<file path="config.mk">
export PLATFORM = sky130hd
export DESIGN_NAME = att_discovery_response_parser
export DESIGN_NICKNAME = d
export VERILOG_FILES = /design/src/rtl/adrp_pkg.sv /design/src/rtl/adrp_parser.sv /design/src/rtl/adrp_fifo.sv /design/src/rtl/att_discovery_response_parser.sv
export SDC_FILE = /design/constraint.sdc
export NUM_CORES = 2
export LEC_CHECK = 0
export ABC_AREA = 1
export ABC_CLOCK_PERIOD_IN_PS = 24800
export BUFFER_PORTS_ARGS = -buffer_cell sky130_fd_sc_hd__buf_2
export CAP_MARGIN = 25
export CORE_MARGIN = 8
export CORE_UTILIZATION = 67
export CTS_CLUSTER_SIZE = 16
export DETAILED_ROUTE_END_ITERATION = 16
export PLACE_DENSITY = 0.84
export SLEW_MARGIN = 10
export SYNTH_ARGS = -nofsm -noshare
export SYNTH_HDL_FRONTEND = slang
export SYNTH_SLANG_ARGS = --single-unit
</file>
<file path="constraint.sdc">
create_clock -name clock -period 24.8 [get_ports clock]
set_clock_uncertainty 0.05 [all_clocks]
set_input_delay 2.48 -clock clock [delete_from_list [all_inputs] [get_ports clock]]
set_output_delay 2.48 -clock clock [all_outputs]
set_load 0.05 [all_outputs]
</file>
<file path="src/rtl/adrp_pkg.sv">
package adrp_pkg;

   // input item: one PDU byte with the whole PDU length
   typedef struct packed {
      logic [7:0] pdu_byte;
      logic [7:0] pdu_length;
   } adrp_req_type;

   // result item
   typedef struct packed {
      logic [1:0]  kind;
      logic [15:0] first_handle;
      logic [15:0] group_end_handle;
      logic [63:0] uuid_upper;
      logic [63:0] uuid_lower;
      logic [2:0]  parse_status;
      logic        final_handle_valid;
      logic [15:0] final_handle;
      logic        run_last;
   } adrp_rsp_type;

   // up to two results from one byte: an entry record, then the summary
   typedef struct packed {
      logic         rec_valid;
      adrp_rsp_type rec;
      logic         sum_valid;
      adrp_rsp_type sum;
   } adrp_pair_type;

   typedef enum logic [1:0] {
      KIND_GROUP   = 2'd0,
      KIND_INFO    = 2'd1,
      KIND_SUMMARY = 2'd2
   } kind_type;

   typedef enum logic [2:0] {
      ST_OK           = 3'd0,
      ST_BAD_OPCODE   = 3'd1,
      ST_EMPTY_BODY   = 3'd2,
      ST_BAD_LENGTH   = 3'd3,
      ST_NOT_MULTIPLE = 3'd4
   } status_type;

   typedef enum logic [1:0] {
      RESP_NONE  = 2'd0,
      RESP_GROUP = 2'd1,
      RESP_INFO  = 2'd2
   } resp_kind_type;

   localparam logic [7:0]  OP_GROUP_RESP   = 8'h11;
   localparam logic [7:0]  OP_INFO_RESP    = 8'h05;
   localparam logic [7:0]  FMT_SHORT       = 8'h01;
   localparam logic [7:0]  GROUP_SHORT_LEN = 8'd6;
   localparam logic [7:0]  GROUP_LONG_LEN  = 8'd20;
   localparam logic [4:0]  INFO_SHORT_LEN  = 5'd4;
   localparam logic [4:0]  INFO_LONG_LEN   = 5'd18;
   localparam logic [4:0]  GROUP_HBYTES    = 5'd4;
   localparam logic [4:0]  INFO_HBYTES     = 5'd2;
   localparam logic [4:0]  SHORT_UUID_LEN  = 5'd2;
   localparam logic [31:0] BASE_UPPER_LOW  = 32'h0000_1000;
   localparam logic [63:0] BASE_LOWER      = 64'h8000_0080_5F9B_34FB;

   // reciprocals for dividing an 8-bit body length by the entry size
   localparam logic [15:0] RECIP_6  = 16'd171;  // >> 10
   localparam logic [15:0] RECIP_18 = 16'd57;   // >> 10
   localparam logic [15:0] RECIP_20 = 16'd205;  // >> 12

   localparam int ENT_W      = 6;
   localparam int FIFO_DEPTH = 4;

endpackage

</file>
<file path="src/rtl/adrp_parser.sv">
module adrp_parser #(
   parameter int MAX_PDU_BYTES = 128
) (
   input  logic                  clock,
   input  logic                  reset,
   input  logic                  fire,
   input  adrp_pkg::adrp_req_type item,
   output adrp_pkg::adrp_pair_type results
);

   localparam int LW = $clog2(MAX_PDU_BYTES + 256);
   localparam int PW = $clog2(MAX_PDU_BYTES);
   localparam logic [LW-1:0] MAX_LEN = LW'(MAX_PDU_BYTES);

   logic [PW-1:0]             pos_ff, pos_in;
   adrp_pkg::resp_kind_type   resp_kind_ff, resp_kind_in;
   logic [4:0]                entry_len_ff, entry_len_in;
   logic [4:0]                idx_ff, idx_in;
   logic [adrp_pkg::ENT_W-1:0] remain_ff, remain_in;
   logic [31:0]               handle_ff, handle_in;
   logic [63:0]               uuid_hi_ff, uuid_hi_in;
   logic [63:0]               uuid_lo_ff, uuid_lo_in;
   logic [15:0]               prev_handle_ff, prev_handle_in;
   adrp_pkg::status_type      err_ff, err_in;
   logic                      seen_ff, seen_in;

   logic [LW-1:0] raw_len;
   logic [LW-1:0] len;
   logic          last;
   logic [7:0]    b;
   logic [7:0]    body;
   logic [15:0]   prod6, prod18, prod20;
   logic [5:0]    q6, q18, q20, q4;
   logic [4:0]    hbytes;
   logic [4:0]    ubyte;
   logic          short_uuid;

   assign b       = item.pdu_byte;
   assign raw_len = LW'(item.pdu_length);
   assign len     = (raw_len == '0) ? LW'(1) : ((raw_len > MAX_LEN) ? MAX_LEN : raw_len);
   assign last    = (LW'(pos_ff) + LW'(1)) >= len;
   // len never exceeds 255 here
   assign body    = (len >= LW'(2)) ? 8'(len - LW'(2)) : 8'd0;

   assign prod6  = 16'(body) * adrp_pkg::RECIP_6;
   assign prod18 = 16'(body) * adrp_pkg::RECIP_18;
   assign prod20 = 16'(body) * adrp_pkg::RECIP_20;
   assign q6     = prod6[15:10];
   assign q18    = prod18[15:10];
   assign q20    = 6'(prod20[15:12]);
   assign q4     = body[7:2];

   assign hbytes     = (resp_kind_ff == adrp_pkg::RESP_GROUP) ?
                       adrp_pkg::GROUP_HBYTES : adrp_pkg::INFO_HBYTES;
   assign ubyte      = idx_ff - hbytes;
   assign short_uuid = (entry_len_ff - hbytes) == adrp_pkg::SHORT_UUID_LEN;

   always_comb begin
      pos_in         = pos_ff;
      resp_kind_in   = resp_kind_ff;
      entry_len_in   = entry_len_ff;
      idx_in         = idx_ff;
      remain_in      = remain_ff;
      handle_in      = handle_ff;
      uuid_hi_in     = uuid_hi_ff;
      uuid_lo_in     = uuid_lo_ff;
      prev_handle_in = prev_handle_ff;
      err_in         = err_ff;
      seen_in        = seen_ff;
      results        = '0;

      if (pos_ff == '0) begin
         // opcode byte starts a new PDU
         entry_len_in   = '0;
         idx_in         = '0;
         remain_in      = '0;
         prev_handle_in = '0;
         seen_in        = 1'b0;
         err_in         = adrp_pkg::ST_OK;
         case (b)
            adrp_pkg::OP_GROUP_RESP: resp_kind_in = adrp_pkg::RESP_GROUP;
            adrp_pkg::OP_INFO_RESP:  resp_kind_in = adrp_pkg::RESP_INFO;
            default: begin
               resp_kind_in = adrp_pkg::RESP_NONE;
               err_in       = adrp_pkg::ST_BAD_OPCODE;
            end
         endcase
         if (last && err_in == adrp_pkg::ST_OK) begin
            err_in = adrp_pkg::ST_EMPTY_BODY;
         end
      end else if (err_ff == adrp_pkg::ST_OK) begin
         if (pos_ff == PW'(1)) begin
            if (resp_kind_ff == adrp_pkg::RESP_GROUP) begin
               if (b == adrp_pkg::GROUP_SHORT_LEN) begin
                  if (body != 8'({2'b00, q6} * 8'd6)) begin
                     err_in = adrp_pkg::ST_NOT_MULTIPLE;
                  end else begin
                     entry_len_in = b[4:0];
                     remain_in    = q6;
                  end
               end else if (b == adrp_pkg::GROUP_LONG_LEN) begin
                  if (body != 8'({2'b00, q20} * 8'd20)) begin
                     err_in = adrp_pkg::ST_NOT_MULTIPLE;
                  end else begin
                     entry_len_in = b[4:0];
                     remain_in    = q20;
                  end
               end else begin
                  err_in = adrp_pkg::ST_BAD_LENGTH;
               end
            end else if (b == adrp_pkg::FMT_SHORT) begin
               entry_len_in = adrp_pkg::INFO_SHORT_LEN;
               remain_in    = q4;
            end else begin
               entry_len_in = adrp_pkg::INFO_LONG_LEN;
               remain_in    = q18;
            end
         end else if (remain_ff != '0) begin
            // handles come first, then the UUID least significant byte first
            for (int i = 0; i < 4; i++) begin
               if (idx_ff < hbytes && idx_ff[1:0] == 2'(i)) begin
                  handle_in[8*i +: 8] = b;
               end
            end
            for (int i = 0; i < 8; i++) begin
               if (idx_ff >= hbytes && ubyte[2:0] == 3'(i)) begin
                  if (ubyte[4:3] == 2'd0) begin
                     uuid_lo_in[8*i +: 8] = b;
                  end else if (ubyte[4:3] == 2'd1) begin
                     uuid_hi_in[8*i +: 8] = b;
                  end
               end
            end
            if ((idx_ff + 5'd1) >= entry_len_ff) begin
               results.rec_valid = fire;
               results.rec.first_handle = handle_in[15:0];
               if (short_uuid) begin
                  results.rec.uuid_upper = {16'h0000, uuid_lo_in[15:0],
                                            adrp_pkg::BASE_UPPER_LOW};
                  results.rec.uuid_lower = adrp_pkg::BASE_LOWER;
               end else begin
                  results.rec.uuid_upper = uuid_hi_in;
                  results.rec.uuid_lower = uuid_lo_in;
               end
               if (resp_kind_ff == adrp_pkg::RESP_GROUP) begin
                  results.rec.kind             = adrp_pkg::KIND_GROUP;
                  results.rec.group_end_handle = handle_in[31:16];
                  prev_handle_in               = handle_in[31:16];
               end else begin
                  results.rec.kind = adrp_pkg::KIND_INFO;
                  prev_handle_in   = handle_in[15:0];
               end
               results.rec.run_last = !last;
               seen_in   = 1'b1;
               remain_in = remain_ff - 1'b1;
               idx_in    = '0;
            end else begin
               idx_in = idx_ff + 5'd1;
            end
         end
      end

      if (last) begin
         results.sum_valid         = fire;
         results.sum.kind          = adrp_pkg::KIND_SUMMARY;
         results.sum.parse_status  = err_in;
         results.sum.run_last      = 1'b1;
         if (err_in == adrp_pkg::ST_OK &&
             (resp_kind_in == adrp_pkg::RESP_INFO || seen_in)) begin
            results.sum.final_handle_valid = 1'b1;
            results.sum.final_handle       = prev_handle_in;
         end
         pos_in = '0;
      end else begin
         pos_in = PW'(pos_ff + 1'b1);
      end
   end

   always_ff @(posedge clock) begin
      if (reset) begin
         pos_ff         <= '0;
         resp_kind_ff   <= adrp_pkg::RESP_NONE;
         entry_len_ff   <= '0;
         idx_ff         <= '0;
         remain_ff      <= '0;
         prev_handle_ff <= '0;
         err_ff         <= adrp_pkg::ST_OK;
         seen_ff        <= 1'b0;
      end else if (fire) begin
         pos_ff         <= pos_in;
         resp_kind_ff   <= resp_kind_in;
         entry_len_ff   <= entry_len_in;
         idx_ff         <= idx_in;
         remain_ff      <= remain_in;
         prev_handle_ff <= prev_handle_in;
         err_ff         <= err_in;
         seen_ff        <= seen_in;
      end
   end

   // entry accumulators: every byte read at entry end is written within the entry
   always_ff @(posedge clock) begin
      if (fire) begin
         handle_ff  <= handle_in;
         uuid_hi_ff <= uuid_hi_in;
         uuid_lo_ff <= uuid_lo_in;
      end
   end

endmodule

</file>
<file path="src/rtl/adrp_fifo.sv">
module adrp_fifo (
   input  logic                   clock,
   input  logic                   reset,
   input  adrp_pkg::adrp_pair_type push,
   output logic                   room,
   output logic                   rsp_valid,
   input  logic                   rsp_stall,
   output adrp_pkg::adrp_rsp_type  rsp_data
);

   localparam int AW = $clog2(adrp_pkg::FIFO_DEPTH);
   localparam int CW = $clog2(adrp_pkg::FIFO_DEPTH + 1);

   adrp_pkg::adrp_rsp_type mem [adrp_pkg::FIFO_DEPTH];

   logic [CW-1:0] count_ff, count_in;
   logic [AW-1:0] rd_ff, rd_in;
   logic [AW-1:0] wr_ff, wr_in;
   logic          pop;
   logic [1:0]    npush;
   adrp_pkg::adrp_rsp_type first;

   assign pop      = (count_ff != '0) && !rsp_stall;
   assign npush    = {1'b0, push.rec_valid} + {1'b0, push.sum_valid};
   assign first    = push.rec_valid ? push.rec : push.sum;
   assign count_in = CW'(count_ff + CW'(npush) - CW'(pop));
   assign rd_in    = AW'(rd_ff + AW'(pop));
   assign wr_in    = AW'(wr_ff + AW'(npush));
   // one byte may bring two results
   assign room      = CW'(count_ff - CW'(pop)) <= CW'(adrp_pkg::FIFO_DEPTH - 2);
   assign rsp_valid = count_ff != '0;
   assign rsp_data  = mem[rd_ff];

   always_ff @(posedge clock) begin
      if (reset) begin
         count_ff <= '0;
         rd_ff    <= '0;
         wr_ff    <= '0;
      end else begin
         count_ff <= count_in;
         rd_ff    <= rd_in;
         wr_ff    <= wr_in;
      end
   end

   always_ff @(posedge clock) begin
      if (npush != 2'd0) begin
         mem[wr_ff] <= first;
      end
      if (npush == 2'd2) begin
         mem[AW'(wr_ff + 1'b1)] <= push.sum;
      end
   end

endmodule

</file>
<file path="src/rtl/att_discovery_response_parser.sv">
// ATT discovery response parser.
// req_*: one PDU byte per item, opcode first, each carrying the total PDU
// length. Read By Group Type and Find Information responses are parsed.
// rsp_*: one record per complete entry (handles plus 128-bit UUID), and a
// summary item after the last byte of every PDU. A byte yields zero, one or
// two result items; run_last marks the last one for that byte.
// A byte accepted into the input register is parsed once the result queue
// has room, and its results enter the queue together; a second result
// follows the first on rsp_*. Throughput is one byte per cycle while the
// result queue has room: the input register holds a byte while it is
// parsed, and a four-entry queue absorbs a PDU's extra summary item.
// req_stall rises when a byte is held and the result queue lacks space for
// two results; a stalled receiver backs up into the input within a few items.
// Synchronous reset empties the input register and result queue and returns
// the parser to expect an opcode byte.
module att_discovery_response_parser #(
   parameter int MAX_PDU_BYTES = 128
) (
   input  logic                   clock,
   input  logic                   reset,
   input  logic                   req_valid,
   output logic                   req_stall,
   input  adrp_pkg::adrp_req_type  req_data,
   output logic                   rsp_valid,
   input  logic                   rsp_stall,
   output adrp_pkg::adrp_rsp_type  rsp_data
);

   logic                    in_valid_ff, in_valid_in;
   adrp_pkg::adrp_req_type  in_data_ff;
   logic                    room;
   logic                    fire;
   logic                    accept;
   adrp_pkg::adrp_pair_type pair;

   assign fire        = in_valid_ff && room;
   assign req_stall   = in_valid_ff && !room;
   assign accept      = req_valid && !req_stall;
   assign in_valid_in = accept || (in_valid_ff && !fire);

   always_ff @(posedge clock) begin
      if (reset) begin
         in_valid_ff <= 1'b0;
      end else begin
         in_valid_ff <= in_valid_in;
      end
   end

   always_ff @(posedge clock) begin
      if (accept) begin
         in_data_ff <= req_data;
      end
   end

   adrp_parser #(
      .MAX_PDU_BYTES(MAX_PDU_BYTES)
   ) u_parser (
      .clock   (clock),
      .reset   (reset),
      .fire    (fire),
      .item    (in_data_ff),
      .results (pair)
   );

   adrp_fifo u_fifo (
      .clock     (clock),
      .reset     (reset),
      .push      (pair),
      .room      (room),
      .rsp_valid (rsp_valid),
      .rsp_stall (rsp_stall),
      .rsp_data  (rsp_data)
   );

endmodule

</file>
; After elaboration in Yosys (flattened, before gate mapping)
; Memories as Yosys holds them, arrays and structs flattened. A register that Yosys moved wholly into a read port is not among the register bits.
; Index checks and enable logic that the tools add are counted.
[word_totals]
mem_bits_rw = 732
in_bits = 20
word_cells = 243
reg_bits = 229
memories = 1
[memory_table]
columns = name, words, width, read_ports, rd_ports_with_merged_regs, wr, line_no
row1 = u_fifo.mem, 4, 183, 1, 1, 2, adrp_fifo.sv:14  ; adrp_pkg::adrp_rsp_type mem [adrp_pkg::FIFO_DEPTH];
[classes]
n_mul = 5
addsub = 14
bitwise_logic = 2
n_lt_le_gt_ge = 7
eq_ne = 30
muxes = 120
n_reduce_logical = 47
[op_table]
columns = operator, n
row1 = 163-bit two-way mux, 5
row2 = 8-bit two-way mux, 47
row3 = 183-bit two-way mux, 1
row4 = 128-bit two-way mux, 1
row5 = 16-bit two-way mux, 7
row6 = 5-bit two-way mux, 14
row7 = 6-bit two-way mux, 11
row8 = 3-bit two-way mux, 12
row9 = "8-bit by 8-bit multiplier with 16-bit output, second input constant", 2
row10 = 21-bit two-way mux, 1
row11 = 1-bit logical AND, 19
row12 = 17-bit two-way mux, 1
row13 = "8-bit by 3-bit equality test with 1-bit output, second input constant", 2
row14 = "8-bit by 5-bit equality test with 1-bit output, second input constant", 2
row15 = 1-bit two-way mux, 16
row16 = 8-bit != test, 2
row17 = "5-bit != test, second input constant", 3
row18 = "8-bit by 6-bit multiplier with 14-bit output, second input constant", 1
row19 = "3-bit equality test, second input constant", 4
row20 = 3-bit zero test, 4
row21 = "4-bit != test, second input constant", 3
row22 = 5-bit >= comparator, 2
row23 = 5-bit subtractor, 2
row24 = 8-bit by 9-bit >= comparator with 1-bit output, 1
row25 = other kinds (42), 62

; Longest topological paths before layout
[logic_depth]
word_depth = 20
ltp_mapped = 46
depth_no_buf = 45

; Modules after synthesis
; Synthesis repeated with hierarchy kept, for this count alone.
[hier_totals]
hier_cells = 6133
hier_area_um2 = 54114.4
[modules_own_cells]
columns = module, area_per_inst_um2, cells_each, n_inst, seq_area_each_um2
row1 = adrp_fifo, 37099.3, 4056, 1, 22121.2
row2 = adrp_parser, 16478.3, 2052, 1, 5705.5
row3 = att_discovery_response_parser, 536.8, 25, 1, 500.5

; Worst setup path before layout
; No wires, ideal clock.
[synth_timing]
path_kind = input to register
start = input rsp_stall
end = memory u_fifo.mem[3][0] (netlist bit), enable pin
setup_slack_ps = 10593
required_time_ps = 24371
stages = 19
n_path_buf = 4
arrival_time_ps = 13778
cell_sequence = a31oi_1 > ha_1 > ha_1 > xnor2_1 > o21ai_1 > nor2_1 > o21ai_1 > nor2_1 > inv_1 > nor2_2 > inv_2 > buf_1 > ha_1 > nor3_1 > inv_1 > clkbuf_1 > clkbuf_1 > clkbuf_1 > nand2_1
[synth_rtl]
columns = item, line_no
row1 = from (decl), att_discovery_response_parser.sv:25  ; input logic rsp_stall,
row2 = to (decl), adrp_fifo.sv:14

==> impl_metrics.yaml <==
critical_path:
  cpLargestDelayFamily: "buffers and inverters"
  reg2reg_to: "u_fifo.mem[2][4]$_DFFE_PP_"
  worst_ep_arrival_time_ps: 8880
  worstSetupPathType: "in2reg"
  crit_path_end_kind: "flip-flop"
  rr_startpoint: "in_data_ff[7]$_DFFE_PP_"
  cp_max_fo: 155
  crit_cells: 22
  cp_data_required_time_ps: 25240
  cp_slowest_cell: "nor2_4"
  r2r_cells: 36
  slowest_delay_ps: 820
  worstSetupStartpointType: "input pin"
  r2r_slack_ps: 16570
  path_cells: "buf_2 -> a31oi_1 -> ha_1 -> ha_1 -> xnor2_1 -> o21ai_1 -> nor2_2 -> buf_4 -> o21ai_1 -> nor2_4 -> inv_1 -> nor2_4 -> buf_4 -> inv_2 -> ha_1 -> nor3_2 -> buf_4 -> inv_6 -> o21ai_4 -> buf_12 -> buf_12 -> o22ai_1"
  worst-path-buf-inv: 9
routing:
  drt-total-wl_mm: 126.8
  vias: 39920
  wl_per_cell_um: 20.36
  ant_nets: 0
  routed_via_density: 6.409
  dr.pass1.iters: 6
  drc: 0
  drtIter0Drc: 5364
power_and_ir_drop:
  p_sw_share_pct: 46.70
  power_frac_seq_pct: 27.0
  clockPowerShare_pct: 21.6
  p_leak_nw: 20.24
  powerDensity_nw_per_um2: 136.2
  p_int_w: 0.003504
  switchingPower_w: 0.003071
  pwr-share-comb_pct: 51.4
  ir_drop_v: 0.0002113
floorplan:
  rows: 94
  num_io_pins: 205
  die_width_um: 272.1
  die_area_um2: 74040
  core_area_um2: 65390
  die_h_um: 272.1
  initial_core_util_pct: 67.20
synthesis:
  yosysWarnings: 0
  yosysUniqueCellTypes: 51
  synth_edf_count: 264
  syn_nets: 5505
  yosys_register_bits: 961
  synth_cells: 5307
  synth.most_common_cell: "o21ai_0"
  ys.flop_type: "dfxtp_1"
  synth_top_cell_by_area: "dfxtp_1"
  yosys-top-cells-count: "940 x o21ai_0, 697 x dfxtp_1, 614 x nor2_1"
  synth_area_per_cell_um2: 8.281
  syn_area_um2: 43950
  ys_seq_area_share_pct: 49.79
  synth_top_area_share_pct: 31.75
  async_flop_share_pct: 0
  synth_area_leaders: "dfxtp_1 32%, edfxtp_1 18%, o21ai_0 11%"
global_routing:
  grt_pass1_wl_mm: 198.4
  antenna_found_initial: 3
  grt_max_degree: 171
  grt_pass1_vias: 37090
  track_usage_pct: 32.57
  overflow: 0
worst_hold_path:
  whs_path_depth: 2
  hold_path.class: "reg2reg"
  worstHoldEndpoint: "u_fifo.mem[2][37]$_SDFFE_PP0P_"
  hp-start: "u_fifo.mem[2][37]$_SDFFE_PP0P_"
placement:
  gp_congestion: 0.8995
  port_buffers: 204
  dp.cells: 6044
  dp_hpwl_mm: 74.99
final_layout:
  syn_to_final_growth_pct: 9.828
  final_cells: 6229
  seqCellArea_um2: 21890
  nNetsFinal: 5480
  drive_above_1_share_pct: 8.706
  multiInputGateArea_um2: 18900
  fill_cells: 4897
timing:
  tightest_slew_ps: 1111
  drv_slew: 0
  slew_headroom_pct: 25.65
  max_freq_ghz: 0.1185
  rsz0062_at_grt: "no"
  setup_tns_ps: 0
  period_share_pct: 34.03
  finalSetupViolations: 0
  min_period_ps: 8439
  hold_viol_final: 0
cts:
  clk_pin_slew_ps: 60
  cts_sinks: 961
  holdBufCountCts: 0
  cts_repair_resize_count: 0
  cts_tree: "done"
  worstSkewPairLatency_ps: 680
  cts_buffers: 97
  cts.htree.levels: 3
  cts_buffer_depth: 3
  cts_setup_buffers: 0
  root_buffer: "clkbuf_16"
job:
  maxCapViolCount: 0
outcome:
  outcome: "finished, final reports clean"
## cells by family (layout without fill, tap and decap cells)
logic type      count (synthesis)  count (layout)  share of synthesized area (%)
simple gates                 1672            1672                          16.59
compound gates               1610            1610                          19.80
flops                         961             961                          49.79
buf+inv                       849             906                          7.348
fa+ha+maj                     178             178                          5.717
xor+xnor                       37              37                         0.7545
other cells                     0               1                              0
## registers in the layout, indices dropped and copies added, names as in the netlist
register	cells
u_parser.uuid_lo_ff	64
u_parser.handle_ff	32
u_parser.pos_ff	7
in_data_ff	16
u_parser.remain_ff	6
u_parser.entry_len_ff	5
u_parser.resp_kind_ff	2
u_fifo.mem	732
u_fifo.count_ff	3
u_parser.err_ff	3
u_parser.seen_ff	1
u_parser.idx_ff	5
u_fifo.rd_ff	2
u_fifo.wr_ff	2
u_parser.uuid_hi_ff	64
u_parser.prev_handle_ff	16
in_valid_ff	1
## layer usage
metal | up-vias | wire, um | GRT usage [%]
met3 | 362 | 14300 | 7.007
met2 | 2456 | 58410 | 52.43
met1 | 18790 | 49390 | 42.77
li1 | 18310 | - | -
met4 | 6 | 4703 | 13.03
met5 | - | 40 | 0
## worst max-delay path by stage
stage	start	endpoint
after detailed placement	rsp_stall	u_fifo.mem[2][39]$_SDFFE_PP0P_
after floorplan	rsp_stall	u_fifo.mem[3][0]$_DFFE_PP_
final	rsp_stall	u_fifo.mem[2][83]$_SDFFE_PP0P_
after CTS	rsp_stall	u_fifo.mem[2][56]$_SDFFE_PP0P_
after global routing	in_data_ff[7]$_DFFE_PP_	u_fifo.mem[1][5]$_DFFE_PP_
after global placement	rsp_stall	u_fifo.mem[2][67]$_SDFFE_PP0P_
## stage by stage
| step | cell area [um^2] | setup WS (ps) | util [%] | hold slack [ps] | power, W |
|---|---|---|---|---|---|
| after floorplan | 43950 | 10590 | - | 384.2 | 0.004328 |
| after global placement | 45030 | 16050 | 68.87 | 399.9 | 0.005040 |
| after detailed placement | 45150 | 15790 | 69.04 | 406.6 | 0.005122 |
| after CTS | 48210 | 16420 | 73.73 | 416.8 | 0.006533 |
| after global routing | 48260 | 15970 | 73.81 | 429.2 | 0.006967 |
| final | 48270 | 16360 | 73.81 | 418.6 | 0.006575 |
## worst min-delay path: stages, from the launching register on
cell and delay [ps]:
dfxtp_1 300, inv_1 40, o22ai_1 70
## layout by cell type, fill, tap and decap left out, drive strengths merged, types with 22 or more instances in the layout
cell / instances
fa: 38
nand2: 446
buf: 257
nand3: 556
o22ai: 368
nor3: 23
xor2: 22
ha: 140
clkinv: 30
inv: 470
o21ai: 951
a21oi: 238
edfxtp: 264
clkbuf: 144
dfxtp: 697
nor2: 620
## power groups by stage
stage                     clock (W)  sequential, W  combinational, W
after floorplan                   0        0.00178           0.00255
after global placement            0        0.00180           0.00324
after detailed placement          0        0.00181           0.00332
after CTS                   0.00142        0.00177           0.00334
after global routing        0.00149        0.00178           0.00369
final                       0.00142        0.00178           0.00338
## layout make-up
type,count,area share [%]
repair buffers,257,3.147
clock inverters,37,0.6429
clock buffers,144,5.711
well taps,864,2.240
inverters,468,3.751
diodes,1,0.005185
multi-input cells,3497,39.15
flip-flops and latches,961,45.35
Power figures use the tool's default switching activity.
